--- src/hw/rtl/svlt_pkg.sv ---
// Shared types, codes and helpers of the sample voice loop tracker.
package svlt_pkg;

   localparam int VOICES_DEFAULT        = 4;
   localparam int POSITION_BITS_DEFAULT = 24;
   localparam int POS_MAX_W             = 32;
   localparam int CSR_INDEX_W           = 1;
   localparam int CSR_DATA_W            = 32;

   // Input actions.
   localparam logic [1:0] ACT_PLAY  = 2'd0;
   localparam logic [1:0] ACT_STOP  = 2'd1;
   localparam logic [1:0] ACT_TICK  = 2'd2;
   localparam logic [1:0] ACT_TIMER = 2'd3;

   // Result kinds.
   localparam logic [2:0] KIND_STOP    = 3'd0;
   localparam logic [2:0] KIND_PROGRAM = 3'd1;
   localparam logic [2:0] KIND_REPEAT  = 3'd2;
   localparam logic [2:0] KIND_ENABLE  = 3'd3;
   localparam logic [2:0] KIND_ARM     = 3'd4;

   // Configuration register indexes.
   localparam logic [CSR_INDEX_W-1:0] CSR_ZERO_SAMPLE = 1'd0;
   localparam logic [CSR_INDEX_W-1:0] CSR_CLOCKS      = 1'd1;

   localparam logic [19:0] CLOCKS_PER_FRAME_RESET = 20'd70937;

   // Play state of one voice as kept in the voice memory.
   typedef struct packed {
      logic [POS_MAX_W-1:0] position;
      logic [31:0]          base_address;
      logic [23:0]          loop_start;
      logic [23:0]          loop_end;
      logic [23:0]          loop_end_later;
      logic [1:0]           mode;
      logic [31:0]          repeat_pointer;
      logic [15:0]          repeat_length;
      logic [15:0]          period;
   } svlt_voice_type;

   localparam svlt_voice_type VOICE_RESET = '{
      position:       '0,
      base_address:   '0,
      loop_start:     '0,
      loop_end:       '0,
      loop_end_later: '0,
      mode:           '0,
      repeat_pointer: '0,
      repeat_length:  16'd1,
      period:         16'd1
   };

   // Status of the shared divider.
   typedef struct packed {
      logic busy;
      logic done;
   } svlt_div_status_type;

   // Half the byte distance, zero when the end is not above the start.
   function automatic logic [15:0] words_between(input logic [31:0] from_pos,
                                                 input logic [31:0] to_pos);
      logic [31:0] diff;
      diff = to_pos - from_pos;
      if (to_pos <= from_pos) begin
         return 16'd0;
      end
      return diff[16:1];
   endfunction

endpackage

--- src/hw/rtl/svlt_ram.sv ---
// Generic single-port-write, registered-read RAM.
module svlt_ram #(
   parameter int WIDTH = 8,
   parameter int DEPTH = 4
) (
   input  logic                                  clock,
   input  logic                                  wr_en,
   input  logic [(DEPTH > 1 ? $clog2(DEPTH) : 1)-1:0] wr_addr,
   input  logic [WIDTH-1:0]                      wr_data,
   input  logic                                  rd_en,
   input  logic [(DEPTH > 1 ? $clog2(DEPTH) : 1)-1:0] rd_addr,
   output logic [WIDTH-1:0]                      rd_data
);

   logic [WIDTH-1:0] mem_ff [DEPTH];
   logic [WIDTH-1:0] rd_data_ff;

   always_ff @(posedge clock) begin
      if (wr_en) begin
         mem_ff[wr_addr] <= wr_data;
      end
      if (rd_en) begin
         rd_data_ff <= mem_ff[rd_addr];
      end
   end

   assign rd_data = rd_data_ff;

endmodule

--- src/hw/rtl/svlt_divider.sv ---
// Restoring divider, one quotient bit per cycle.
module svlt_divider #(
   parameter int WIDTH = 24
) (
   input  logic                         clock,
   input  logic                         reset,
   input  logic                         start,
   input  logic [WIDTH-1:0]             dividend,
   input  logic [WIDTH-1:0]             divisor,
   output svlt_pkg::svlt_div_status_type status,
   output logic [WIDTH-1:0]             quotient,
   output logic [WIDTH-1:0]             remainder
);

   localparam int CNT_W = $clog2(WIDTH + 1);

   logic [WIDTH-1:0] rem_ff, rem_in;
   logic [WIDTH-1:0] quo_ff, quo_in;
   logic [WIDTH-1:0] den_ff, den_in;
   logic [CNT_W-1:0] cnt_ff, cnt_in;
   logic             busy_ff, busy_in;
   logic             done_ff, done_in;
   logic [WIDTH:0]   trial;

   always_comb begin
      rem_in  = rem_ff;
      quo_in  = quo_ff;
      den_in  = den_ff;
      cnt_in  = cnt_ff;
      busy_in = busy_ff;
      done_in = 1'b0;
      trial   = {rem_ff, quo_ff[WIDTH-1]};
      if (start) begin
         rem_in  = '0;
         quo_in  = dividend;
         den_in  = divisor;
         cnt_in  = CNT_W'(WIDTH);
         busy_in = 1'b1;
      end else if (busy_ff) begin
         if (trial >= {1'b0, den_ff}) begin
            rem_in = WIDTH'(trial - {1'b0, den_ff});
            quo_in = {quo_ff[WIDTH-2:0], 1'b1};
         end else begin
            rem_in = trial[WIDTH-1:0];
            quo_in = {quo_ff[WIDTH-2:0], 1'b0};
         end
         cnt_in = cnt_ff - CNT_W'(1);
         if (cnt_ff == CNT_W'(1)) begin
            busy_in = 1'b0;
            done_in = 1'b1;
         end
      end
   end

   always_ff @(posedge clock) begin
      if (reset) begin
         busy_ff <= 1'b0;
         done_ff <= 1'b0;
         cnt_ff  <= '0;
      end else begin
         busy_ff <= busy_in;
         done_ff <= done_in;
         cnt_ff  <= cnt_in;
      end
      rem_ff <= rem_in;
      quo_ff <= quo_in;
      den_ff <= den_in;
   end

   assign status.busy = busy_ff;
   assign status.done = done_ff;
   assign quotient    = quo_ff;
   assign remainder   = rem_ff;

endmodule

--- src/hw/rtl/sample_voice_loop_tracker.sv ---
// Top level of the sample voice loop tracker: sequencer, voice memory and divider.

// The block keeps the play state of VOICES sample voices in a small memory with
// a registered read, and walks each input word through a sequencer that reads a
// voice record, modifies it and writes it back. A stop word loads the record, emits
// a stop result and writes back the stopped state. A play word loads the record,
// emits a stop result and, unless it has run past the end of a non-looping sample,
// programs the voice; when its position must be wrapped into the loop, the shared
// restoring divider takes the remainder first. A frame tick visits every voice in
// turn with one divider pass for the position advance and a second pass for a
// one-shot voice that turns into a loop, then arms the timer if a voice is pending.
// A timer word reports the enable mask of pending voices, or else the repeat
// settings of up to four voices. A result that waits on rsp_stall holds the
// sequencer. Result words are held in an output register, so the next input word
// is taken while the last result still waits on rsp_stall. Voice records that were
// never written read as their reset values through one valid flop per voice, so no
// clearing pass is needed after reset.
module sample_voice_loop_tracker #(
   parameter int VOICES        = svlt_pkg::VOICES_DEFAULT,
   parameter int POSITION_BITS = svlt_pkg::POSITION_BITS_DEFAULT
) (
   input  logic                              clock,
   input  logic                              reset,
   input  logic                              req_valid,
   output logic                              req_stall,
   input  logic [1:0]                        req_action,
   input  logic [1:0]                        req_voice,
   input  logic [31:0]                       req_sample_address,
   input  logic [23:0]                       req_given_position,
   input  logic                              req_use_given_position,
   input  logic [23:0]                       req_loop_begin,
   input  logic [23:0]                       req_loop_finish,
   input  logic [23:0]                       req_loop_finish_later,
   input  logic                              req_looping,
   input  logic                              req_one_shot_then_loop,
   input  logic [25:0]                       req_raw_period,
   input  logic [28:0]                       req_raw_volume_left_right,
   output logic                              rsp_valid,
   input  logic                              rsp_stall,
   output logic [2:0]                        rsp_kind,
   output logic [1:0]                        rsp_out_voice,
   output logic [31:0]                       rsp_address,
   output logic [15:0]                       rsp_length_words,
   output logic [15:0]                       rsp_period,
   output logic [6:0]                        rsp_volume,
   output logic [3:0]                        rsp_enable_mask,
   output logic                              rsp_last,
   input  logic                              csr_write,
   input  logic [svlt_pkg::CSR_INDEX_W-1:0]  csr_index,
   input  logic [svlt_pkg::CSR_DATA_W-1:0]   csr_wdata
);

   // Positions are kept wide enough for both the position mask and the 24-bit
   // loop offsets, since an empty loop stores its start unmasked.
   localparam int DW   = (POSITION_BITS > 24) ? POSITION_BITS : 24;
   localparam int VI_W = (VOICES > 1) ? $clog2(VOICES) : 1;
   localparam int NREP = (VOICES < 4) ? VOICES : 4;
   localparam logic [DW-1:0] POS_MASK = DW'((33'd1 << POSITION_BITS) - 33'd1);

   localparam logic [3:0] ST_IDLE   = 4'd0;
   localparam logic [3:0] ST_LOAD   = 4'd1;
   localparam logic [3:0] ST_P_STOP = 4'd2;
   localparam logic [3:0] ST_P_MOD  = 4'd3;
   localparam logic [3:0] ST_P_PROG = 4'd4;
   localparam logic [3:0] ST_S_STOP = 4'd5;
   localparam logic [3:0] ST_T_READ = 4'd6;
   localparam logic [3:0] ST_T_CONV = 4'd7;
   localparam logic [3:0] ST_T_MOD  = 4'd8;
   localparam logic [3:0] ST_T_DIV  = 4'd9;
   localparam logic [3:0] ST_T_ADV  = 4'd10;
   localparam logic [3:0] ST_T_ARM  = 4'd11;
   localparam logic [3:0] ST_R_READ = 4'd12;
   localparam logic [3:0] ST_R_EMIT = 4'd13;
   localparam logic [3:0] ST_M_MASK = 4'd14;

   // Configuration registers.
   logic [31:0] zero_sample_ff;
   logic [19:0] clocks_ff;

   // Sequencer state.
   logic [3:0]        state_ff, state_in;
   logic [VI_W-1:0]   idx_ff, idx_in;
   logic [VOICES-1:0] pending_ff, pending_in;
   logic [VOICES-1:0] valid_ff;
   logic [DW-1:0]     pos_ff, pos_in;
   svlt_pkg::svlt_voice_type rec_ff, rec_in;

   // Latched input word.
   logic [1:0]  item_action_ff;
   logic [1:0]  item_voice_ff;
   logic [31:0] item_sample_ff;
   logic [23:0] item_given_ff;
   logic        item_use_given_ff;
   logic [23:0] item_ls_ff;
   logic [23:0] item_le_ff;
   logic [23:0] item_lel_ff;
   logic        item_loops_ff;
   logic        item_oneshot_ff;
   logic [25:0] item_rper_ff;
   logic [28:0] item_rvol_ff;

   // Output register.
   logic        rsp_valid_ff, rsp_valid_in;
   logic [2:0]  rsp_kind_ff;
   logic [1:0]  rsp_voice_ff;
   logic [31:0] rsp_address_ff;
   logic [15:0] rsp_length_ff;
   logic [15:0] rsp_period_ff;
   logic [6:0]  rsp_volume_ff;
   logic [3:0]  rsp_mask_ff;
   logic        rsp_last_ff;

   // Result being produced this cycle.
   logic        emit;
   logic        emit_ok;
   logic [2:0]  e_kind;
   logic [1:0]  e_voice;
   logic [31:0] e_addr;
   logic [15:0] e_len;
   logic [15:0] e_per;
   logic [6:0]  e_vol;
   logic [3:0]  e_mask;
   logic        e_last;

   // Memory and divider hookup.
   logic                     rd_en;
   logic [VI_W-1:0]          rd_addr;
   svlt_pkg::svlt_voice_type rd_rec;
   logic                     wr_en;
   logic [VI_W-1:0]          wr_addr;
   svlt_pkg::svlt_voice_type wr_rec;
   logic                     div_start;
   logic [DW-1:0]            div_a;
   logic [DW-1:0]            div_b;
   svlt_pkg::svlt_div_status_type div_status;
   logic [DW-1:0]            div_quo;
   logic [DW-1:0]            div_rem;

   // Work signals.
   logic            accept;
   logic            req_in_range;
   logic [VI_W-1:0] item_vidx;
   logic [DW-1:0]   play_pos;
   logic            past_end;
   logic            wrap_empty;
   logic [8:0]      vol_sum;
   logic [6:0]      vol_raw;
   logic [DW-1:0]   cur_pos;
   logic [DW:0]     adv_sum;
   logic [DW-1:0]   adv_pos;
   logic            last_voice;
   logic            last_report;

   svlt_ram #(
      .WIDTH($bits(svlt_pkg::svlt_voice_type)),
      .DEPTH(VOICES)
   ) u_voice_ram (
      .clock   (clock),
      .wr_en   (wr_en),
      .wr_addr (wr_addr),
      .wr_data (wr_rec),
      .rd_en   (rd_en),
      .rd_addr (rd_addr),
      .rd_data (rd_rec)
   );

   svlt_divider #(
      .WIDTH(DW)
   ) u_divider (
      .clock     (clock),
      .reset     (reset),
      .start     (div_start),
      .dividend  (div_a),
      .divisor   (div_b),
      .status    (div_status),
      .quotient  (div_quo),
      .remainder (div_rem)
   );

   assign req_stall    = (state_ff != ST_IDLE);
   assign accept       = req_valid && !req_stall;
   assign req_in_range = 32'(req_voice) < 32'(VOICES);
   assign item_vidx    = VI_W'(item_voice_ff);
   assign emit_ok      = !rsp_valid_ff || !rsp_stall;

   // Play position: override or tracked, masked, then checked against the end.
   assign play_pos   = (item_use_given_ff ? DW'(item_given_ff) : rec_ff.position[DW-1:0])
                       & POS_MASK;
   assign past_end   = play_pos >= DW'(item_le_ff);
   assign wrap_empty = (item_le_ff <= item_ls_ff) || (play_pos < DW'(item_ls_ff));

   // Volume never exceeds 32 from a 29-bit input, the clamp keeps the rule.
   assign vol_sum = 9'(item_rvol_ff[28:21]) + 9'd6;
   assign vol_raw = 7'(vol_sum[8:3]);

   assign cur_pos     = rec_ff.position[DW-1:0];
   assign adv_sum     = {1'b0, cur_pos} + {1'b0, div_quo};
   assign adv_pos     = (adv_sum > {1'b0, POS_MASK}) ? POS_MASK : adv_sum[DW-1:0];
   assign last_voice  = idx_ff == VI_W'(VOICES - 1);
   assign last_report = idx_ff == VI_W'(NREP - 1);

   // Address of the record now in the read register: the voice of a play or
   // stop word, otherwise the voice being visited.
   function automatic logic [VI_W-1:0] rd_addr_q();
      logic [VI_W-1:0] a;
      a = ((item_action_ff == svlt_pkg::ACT_PLAY) || (item_action_ff == svlt_pkg::ACT_STOP))
          ? item_vidx : idx_ff;
      return a;
   endfunction

   always_comb begin
      state_in   = state_ff;
      idx_in     = idx_ff;
      pending_in = pending_ff;
      pos_in     = pos_ff;
      rec_in     = rec_ff;
      emit       = 1'b0;
      e_kind     = svlt_pkg::KIND_STOP;
      e_voice    = 2'd0;
      e_addr     = 32'd0;
      e_len      = 16'd0;
      e_per      = 16'd0;
      e_vol      = 7'd0;
      e_mask     = 4'd0;
      e_last     = 1'b0;
      rd_en      = 1'b0;
      rd_addr    = idx_ff;
      wr_en      = 1'b0;
      wr_addr    = item_vidx;
      wr_rec     = rec_ff;
      div_start  = 1'b0;
      div_a      = '0;
      div_b      = '0;

      unique case (state_ff)
         ST_IDLE: begin
            if (accept) begin
               rd_en   = 1'b1;
               rd_addr = VI_W'(req_voice);
               idx_in  = '0;
               unique case (req_action)
                  svlt_pkg::ACT_PLAY,
                  svlt_pkg::ACT_STOP: begin
                     state_in = req_in_range ? ST_LOAD : ST_IDLE;
                  end
                  svlt_pkg::ACT_TICK: begin
                     state_in = ST_T_READ;
                  end
                  svlt_pkg::ACT_TIMER: begin
                     state_in = (pending_ff != '0) ? ST_M_MASK : ST_R_READ;
                  end
                  default: begin
                     state_in = ST_IDLE;
                  end
               endcase
            end
         end

         ST_LOAD: begin
            rec_in = valid_ff[rd_addr_q()] ? rd_rec : svlt_pkg::VOICE_RESET;
            unique case (item_action_ff)
               svlt_pkg::ACT_PLAY:  state_in = ST_P_STOP;
               svlt_pkg::ACT_STOP:  state_in = ST_S_STOP;
               svlt_pkg::ACT_TICK:  state_in = ST_T_CONV;
               svlt_pkg::ACT_TIMER: state_in = ST_R_EMIT;
               default:             state_in = ST_IDLE;
            endcase
         end

         ST_P_STOP: begin
            if (emit_ok) begin
               emit    = 1'b1;
               e_kind  = svlt_pkg::KIND_STOP;
               e_voice = item_voice_ff;
               e_last  = past_end && !item_loops_ff;
               if (past_end && !item_loops_ff) begin
                  // Retire: loop data still stored, play state cleared.
                  wr_en                 = 1'b1;
                  wr_rec                = svlt_pkg::VOICE_RESET;
                  wr_rec.base_address   = item_sample_ff;
                  wr_rec.loop_start     = item_ls_ff;
                  wr_rec.loop_end       = item_le_ff;
                  wr_rec.loop_end_later = item_lel_ff;
                  wr_rec.mode           = {item_oneshot_ff, item_loops_ff};
                  state_in              = ST_IDLE;
               end else if (past_end && !wrap_empty) begin
                  div_start = 1'b1;
                  div_a     = play_pos - DW'(item_ls_ff);
                  div_b     = DW'(item_le_ff) - DW'(item_ls_ff);
                  state_in  = ST_P_MOD;
               end else begin
                  pos_in   = past_end ? DW'(item_ls_ff) : play_pos;
                  state_in = ST_P_PROG;
               end
            end
         end

         ST_P_MOD: begin
            if (div_status.done) begin
               pos_in   = (div_rem + DW'(item_ls_ff)) & POS_MASK;
               state_in = ST_P_PROG;
            end
         end

         ST_P_PROG: begin
            if (emit_ok) begin
               emit    = 1'b1;
               e_kind  = svlt_pkg::KIND_PROGRAM;
               e_voice = item_voice_ff;
               e_addr  = item_sample_ff + 32'(pos_ff);
               e_len   = svlt_pkg::words_between(32'(pos_ff), 32'(item_le_ff));
               e_per   = item_rper_ff[25:10];
               e_vol   = (vol_raw > 7'd64) ? 7'd64 : vol_raw;
               e_last  = 1'b1;
               wr_en                 = 1'b1;
               wr_rec.position       = svlt_pkg::POS_MAX_W'(pos_ff);
               wr_rec.base_address   = item_sample_ff;
               wr_rec.loop_start     = item_ls_ff;
               wr_rec.loop_end       = item_le_ff;
               wr_rec.loop_end_later = item_lel_ff;
               wr_rec.mode           = {item_oneshot_ff, item_loops_ff};
               wr_rec.period         = item_rper_ff[25:10];
               if (item_loops_ff) begin
                  wr_rec.repeat_pointer = item_sample_ff + 32'(item_ls_ff);
                  wr_rec.repeat_length  = svlt_pkg::words_between(32'(item_ls_ff),
                                                                  32'(item_le_ff));
               end else begin
                  wr_rec.repeat_pointer = zero_sample_ff;
                  wr_rec.repeat_length  = 16'd1;
               end
               pending_in = pending_ff | (VOICES'(1) << item_vidx);
               state_in   = ST_IDLE;
            end
         end

         ST_S_STOP: begin
            if (emit_ok) begin
               emit                  = 1'b1;
               e_kind                = svlt_pkg::KIND_STOP;
               e_voice               = item_voice_ff;
               e_last                = 1'b1;
               wr_en                 = 1'b1;
               wr_rec.position       = '0;
               wr_rec.repeat_pointer = '0;
               wr_rec.repeat_length  = 16'd1;
               wr_rec.period         = 16'd1;
               state_in              = ST_IDLE;
            end
         end

         ST_T_READ: begin
            rd_en    = 1'b1;
            rd_addr  = idx_ff;
            state_in = ST_LOAD;
         end

         ST_T_CONV: begin
            // A finished one-shot-then-loop voice switches to its later loop end.
            if (!rec_ff.mode[0] && rec_ff.mode[1] && (cur_pos >= DW'(rec_ff.loop_end))) begin
               rec_in.mode           = 2'b01;
               rec_in.loop_end       = rec_ff.loop_end_later;
               rec_in.repeat_pointer = rec_ff.base_address;
               rec_in.repeat_length  = svlt_pkg::words_between(32'(rec_ff.loop_start),
                                                               32'(rec_ff.loop_end_later));
               pending_in            = pending_ff | (VOICES'(1) << idx_ff);
               if ((rec_ff.loop_end_later <= rec_ff.loop_start) ||
                   (cur_pos < DW'(rec_ff.loop_start))) begin
                  rec_in.position = svlt_pkg::POS_MAX_W'(rec_ff.loop_start);
                  state_in        = ST_T_DIV;
               end else begin
                  div_start = 1'b1;
                  div_a     = cur_pos - DW'(rec_ff.loop_start);
                  div_b     = DW'(rec_ff.loop_end_later) - DW'(rec_ff.loop_start);
                  state_in  = ST_T_MOD;
               end
            end else begin
               state_in = ST_T_DIV;
            end
         end

         ST_T_MOD: begin
            if (div_status.done) begin
               rec_in.position = svlt_pkg::POS_MAX_W'((div_rem + DW'(rec_ff.loop_start))
                                                      & POS_MASK);
               state_in        = ST_T_DIV;
            end
         end

         ST_T_DIV: begin
            div_start = 1'b1;
            div_a     = DW'(clocks_ff);
            div_b     = (rec_ff.period == 16'd0) ? DW'(1) : DW'(rec_ff.period);
            state_in  = ST_T_ADV;
         end

         ST_T_ADV: begin
            if (div_status.done) begin
               wr_en           = 1'b1;
               wr_addr         = idx_ff;
               wr_rec.position = svlt_pkg::POS_MAX_W'(adv_pos);
               if (last_voice) begin
                  state_in = ST_T_ARM;
               end else begin
                  idx_in   = idx_ff + VI_W'(1);
                  state_in = ST_T_READ;
               end
            end
         end

         ST_T_ARM: begin
            if (pending_ff == '0) begin
               state_in = ST_IDLE;
            end else if (emit_ok) begin
               emit     = 1'b1;
               e_kind   = svlt_pkg::KIND_ARM;
               e_last   = 1'b1;
               state_in = ST_IDLE;
            end
         end

         ST_R_READ: begin
            rd_en    = 1'b1;
            rd_addr  = idx_ff;
            state_in = ST_LOAD;
         end

         ST_R_EMIT: begin
            if (emit_ok) begin
               emit    = 1'b1;
               e_kind  = svlt_pkg::KIND_REPEAT;
               e_voice = 2'(idx_ff);
               e_addr  = rec_ff.repeat_pointer;
               e_len   = rec_ff.repeat_length;
               e_last  = last_report;
               if (last_report) begin
                  state_in = ST_IDLE;
               end else begin
                  idx_in   = idx_ff + VI_W'(1);
                  state_in = ST_R_READ;
               end
            end
         end

         ST_M_MASK: begin
            if (emit_ok) begin
               emit       = 1'b1;
               e_kind     = svlt_pkg::KIND_ENABLE;
               e_mask     = 4'(pending_ff);
               e_last     = 1'b1;
               pending_in = '0;
               state_in   = ST_IDLE;
            end
         end

         default: begin
            state_in = ST_IDLE;
         end
      endcase
   end

   always_comb begin
      rsp_valid_in = rsp_valid_ff && rsp_stall;
      if (emit) begin
         rsp_valid_in = 1'b1;
      end
   end

   always_ff @(posedge clock) begin
      if (reset) begin
         state_ff       <= ST_IDLE;
         idx_ff         <= '0;
         pending_ff     <= '0;
         valid_ff       <= '0;
         rsp_valid_ff   <= 1'b0;
         zero_sample_ff <= 32'd0;
         clocks_ff      <= svlt_pkg::CLOCKS_PER_FRAME_RESET;
      end else begin
         state_ff     <= state_in;
         idx_ff       <= idx_in;
         pending_ff   <= pending_in;
         rsp_valid_ff <= rsp_valid_in;
         if (wr_en) begin
            valid_ff[wr_addr] <= 1'b1;
         end
         if (csr_write) begin
            unique case (csr_index)
               svlt_pkg::CSR_ZERO_SAMPLE: zero_sample_ff <= csr_wdata;
               svlt_pkg::CSR_CLOCKS:      clocks_ff      <= csr_wdata[19:0];
               default: begin
               end
            endcase
         end
      end
   end

   always_ff @(posedge clock) begin
      pos_ff <= pos_in;
      rec_ff <= rec_in;
      if (accept) begin
         item_action_ff    <= req_action;
         item_voice_ff     <= req_voice;
         item_sample_ff    <= req_sample_address;
         item_given_ff     <= req_given_position;
         item_use_given_ff <= req_use_given_position;
         item_ls_ff        <= req_loop_begin;
         item_le_ff        <= req_loop_finish;
         item_lel_ff       <= req_loop_finish_later;
         item_loops_ff     <= req_looping;
         item_oneshot_ff   <= req_one_shot_then_loop;
         item_rper_ff      <= req_raw_period;
         item_rvol_ff      <= req_raw_volume_left_right;
      end
      if (emit) begin
         rsp_kind_ff    <= e_kind;
         rsp_voice_ff   <= e_voice;
         rsp_address_ff <= e_addr;
         rsp_length_ff  <= e_len;
         rsp_period_ff  <= e_per;
         rsp_volume_ff  <= e_vol;
         rsp_mask_ff    <= e_mask;
         rsp_last_ff    <= e_last;
      end
   end

   assign rsp_valid        = rsp_valid_ff;
   assign rsp_kind         = rsp_kind_ff;
   assign rsp_out_voice    = rsp_voice_ff;
   assign rsp_address      = rsp_address_ff;
   assign rsp_length_words = rsp_length_ff;
   assign rsp_period       = rsp_period_ff;
   assign rsp_volume       = rsp_volume_ff;
   assign rsp_enable_mask  = rsp_mask_ff;
   assign rsp_last         = rsp_last_ff;

`ifndef SYNTHESIS
   // The divider is never restarted while a division is in flight.
   assert property (@(posedge clock) disable iff (reset)
      div_start |-> !div_status.busy)
      else $error("divider started while busy");

   // A waiting result that is not the last of its word means work goes on.
   assert property (@(posedge clock) disable iff (reset)
      (rsp_valid_ff && !rsp_last_ff) |-> (state_ff != ST_IDLE))
      else $error("sequencer idle before the last result");

   // The voice memory is written only while a word is being worked on.
   assert property (@(posedge clock) disable iff (reset)
      wr_en |-> (state_ff != ST_IDLE) && !accept)
      else $error("voice memory written while idle");

   // A word is never taken while a result is being produced.
   assert property (@(posedge clock) disable iff (reset)
      accept |-> !emit)
      else $error("input taken during result production");
`endif

endmodule
--- config.mk ---
export PLATFORM = sky130hd
export DESIGN_NAME = sample_voice_loop_tracker
export DESIGN_NICKNAME = d
export VERILOG_FILES = /design/src/hw/rtl/svlt_pkg.sv /design/src/hw/rtl/svlt_ram.sv /design/src/hw/rtl/svlt_divider.sv /design/src/hw/rtl/sample_voice_loop_tracker.sv
export SDC_FILE = /design/constraint.sdc
export NUM_CORES = 2
export LEC_CHECK = 0
export BUFFER_PORTS_ARGS = -buffer_cell sky130_fd_sc_hd__buf_2
export CORE_MARGIN = 5
export CORE_UTILIZATION = 45
export DETAILED_ROUTE_END_ITERATION = 6
export GPL_TIMING_DRIVEN = 0
export PLACE_DENSITY_LB_ADDON = 0.08
export SLEW_MARGIN = 20
export SYNTH_ARGS = -nofsm -noshare
export SYNTH_HDL_FRONTEND = slang
export SYNTH_SLANG_ARGS = --single-unit
--- constraint.sdc ---
create_clock -name clock -period 19.5 [get_ports clock]
set_input_delay 0.975 -clock clock [delete_from_list [all_inputs] [get_ports clock]]
set_output_delay 0.975 -clock clock [all_outputs]
set_load 0.005 [all_outputs]
==> reports/results.tsv <==
metric	value	unit
crit_required	20.02	ns
max-cap-violations	0	
path_common_cell	buf_16	
crit_buf_inv	10	
seqPwrFrac	0.387	
dp.cells	7993	
syn_area	74400	µm²
p_total	13.7	mW
post-route-drc-count	2	
synth_edf_count	1474	
start_util	0.452	
io_pins	311	
critPathMaxFanout	20	
ys_seq_area_frac	0.621	
grtUsageTotal	0.309	
cp-end-kind	flip-flop	
internal_power	8.39	mW
startpoint	item_use_given_ff	
pre_cts_slack	12.06	ns
grt_pass1_vias	48232	
hp-start	req_loop_begin[20]	
grt_first_pass_wirelength	376000	µm
switching_share	0.387	
critical_path.max_stage_delay	0.65	ns
p_comb_frac	0.380	
regArea	46200	µm²
syn2layout_area_growth	15.3	%
clkPwrFrac	0.233	
cp_top_family	buffers and inverters	
arrival	7.98	ns
final_common_cell	edfxtp_1	
holdBufCountCts	0	
synth-seq-cells	1572	
final_cell_mix	edfxtp_1, nand2_1, a21oi_1	
synth.distinct_cells	89	
final-setup-viol-count	0	
path_clk_slew	0.06	ns
cts_sinks	1572	
first_pass_iters	7	
final_hold_viol_count	0	
finalCritPeriodShare	0.382	
cts_tree	yes	
grt_max_degree	95	
synth.top_cells.by_area	edfxtp_1, mux4_2, ha_1	
ys.warnings.count	0	
postCtsSetupBuffers	0	
p_sw	5.30	mW
cp_cell_sequence	clkbuf_1, clkbuf_1, nand2_1, o21ai_1, ha_1, a211oi_1, or3_1, a2111oi_0, o21a_1, o211a_1, o21ai_0, clkbuf_1, o21ba_2, nor2_4, buf_12, buf_16, buf_16, buf_16, buf_16, buf_8, buf_12	
async_reset_ff_frac	0	
ant_nets	0	
vias_per_cell	6.07	
slew_headroom	0.185	
rsz0062_at_grt	false	
leakage	31.5	nW
io_buffers	276	
avgSynthCellArea	13.7	µm²
nNetsFinal	6524	
yosysTopAreaCell	edfxtp_1	
synthCells	5429	
cts_resized	0	
vdd_drop_max	0.116	mV
multi_input_area	26500	µm²
place.gp.congestion	1.03	
rows	149	
layout_setup_ws	12.04	ns
slowest_stage	clkbuf_1	
violations	design-rule violations	
synth.top_cell.area_share	0.595	
die_h	417	µm
critical_path_class	reg2reg	
die_w	417	µm
fin_skew	0.0533	ns
period_needed	7.46	ns
powerDensity	160	nW/µm²
worst_setup_path_start_kind	flip-flop	
fin_cells	8313	
mappedNetlistNets	5981	
grt_remaining_overflow	0	
fillers	13884	
clk_latency	0.84	ns
r2r_start	item_use_given_ff	
slew_viol_final	0	
vias	50434	
wl_per_cell	32.8	µm
hold_path.class	in2reg	
cts_buffer_depth	3	
worst_pin_slew	1.22	ns
dp.final_hpwl	212000	µm
antenna_found_initial	22	
core_area	165000	µm²
max_freq	0.134	GHz
synthFlopType	edfxtp_1	
status	complete, but fails checks	
drive_above_1_share	0.167	
wl	273000	µm
htree_levels	4	
cts-buffers-inserted	166	
root_buffer	clkbuf_16	
drt_iter0_drc	6122	
die_area	174000	µm²
-- path summary, 6_finish.rpt --
path | end | slack [ns] | cells after the start
worst max register to register | u_voice_ram.mem_ff[3][133] | 12.04 | 21
worst max-delay path | u_voice_ram.mem_ff[3][133] | 12.04 | 21
worst min-delay path | item_ls_ff[20] | 0.32 | 1
worst min register to register | zero_sample_ff[6] | 0.45 | 2
-- cell families (layout without fill, tap and decap cells) --
family                   after synthesis  count (layout)  synth area share
flip-flops                          1572            1572             0.621
buffers and inverters                450            1131            0.0245
XOR/XNOR                             204             204            0.0240
AND/OR/NAND/NOR                     1308            1308            0.0831
multiplexers                         372             372            0.0843
adder cells (fa/ha/maj)              324             324            0.0556
other                                  1              15         0.0000504
AO/OA/AOI/OAI                       1198            1198             0.107
-- area by class of cell --
class	instances	share of cell area
clock buffers	212	0.0520
diodes	14	0.000408
clock inverters	94	0.0116
multi-input cells	3407	0.309
inverters	233	0.0103
well taps	2189	0.0319
flip-flops and latches	1572	0.539
plain buffers	217	0.0112
repair buffers	375	0.0352
-- metrics by stage --
stage | hold WS, ns | util | setup TNS (ns) | cell area [µm²]
after floorplan | 0.428 | - | 0 | 74400
after CTS | 0.233 | 0.521 | 0 | 85800
after detailed placement | 0.442 | 0.488 | 0 | 80300
after global routing | 0.275 | 0.521 | 0 | 85800
final | 0.320 | 0.521 | 0 | 85800
after global placement | 0.438 | 0.477 | -6476.49 | 78500
-- flip-flops by register name, indices dropped and copies added, names as in the netlist, 32 cells and up --
signal / flops
rec_ff: 170
rsp_address: 32
zero_sample_ff: 32
item_sample_ff: 32
u_voice_ram.mem_ff: 776
u_voice_ram.rd_data: 194
-- synthesized netlist by cell type, drive strengths merged (90+ instances only) --
library cell / count
a21oi: 331
dfxtp: 98
and2: 136
inv: 233
o21ai: 234
mux4: 195
xnor2: 117
nand3: 127
a21o: 119
ha: 313
mux2i: 90
nand2: 473
edfxtp: 1474
nor2: 252
clkbuf: 143
-- power by group through the flow --
stage,sequential [mW],combinational (mW),clock (mW)
2_1_floorplan,5.17,3.23,0
3_3_place_gp,5.67,4.80,0
3_5_place_dp,5.34,5.08,0
4_1_cts,5.29,5.11,3.24
5_1_grt,5.31,5.55,3.39
6_report,5.30,5.20,3.18
-- routing by layer --
metal,up-vias,GRT usage,wire length (µm)
li1,22082,-,-
met1,25547,0.443,118000
met2,2306,0.460,120000
met3,493,0.0561,21000
met4,6,0.139,14200
met5,-,0,23
Power figures use the tool's default switching activity.
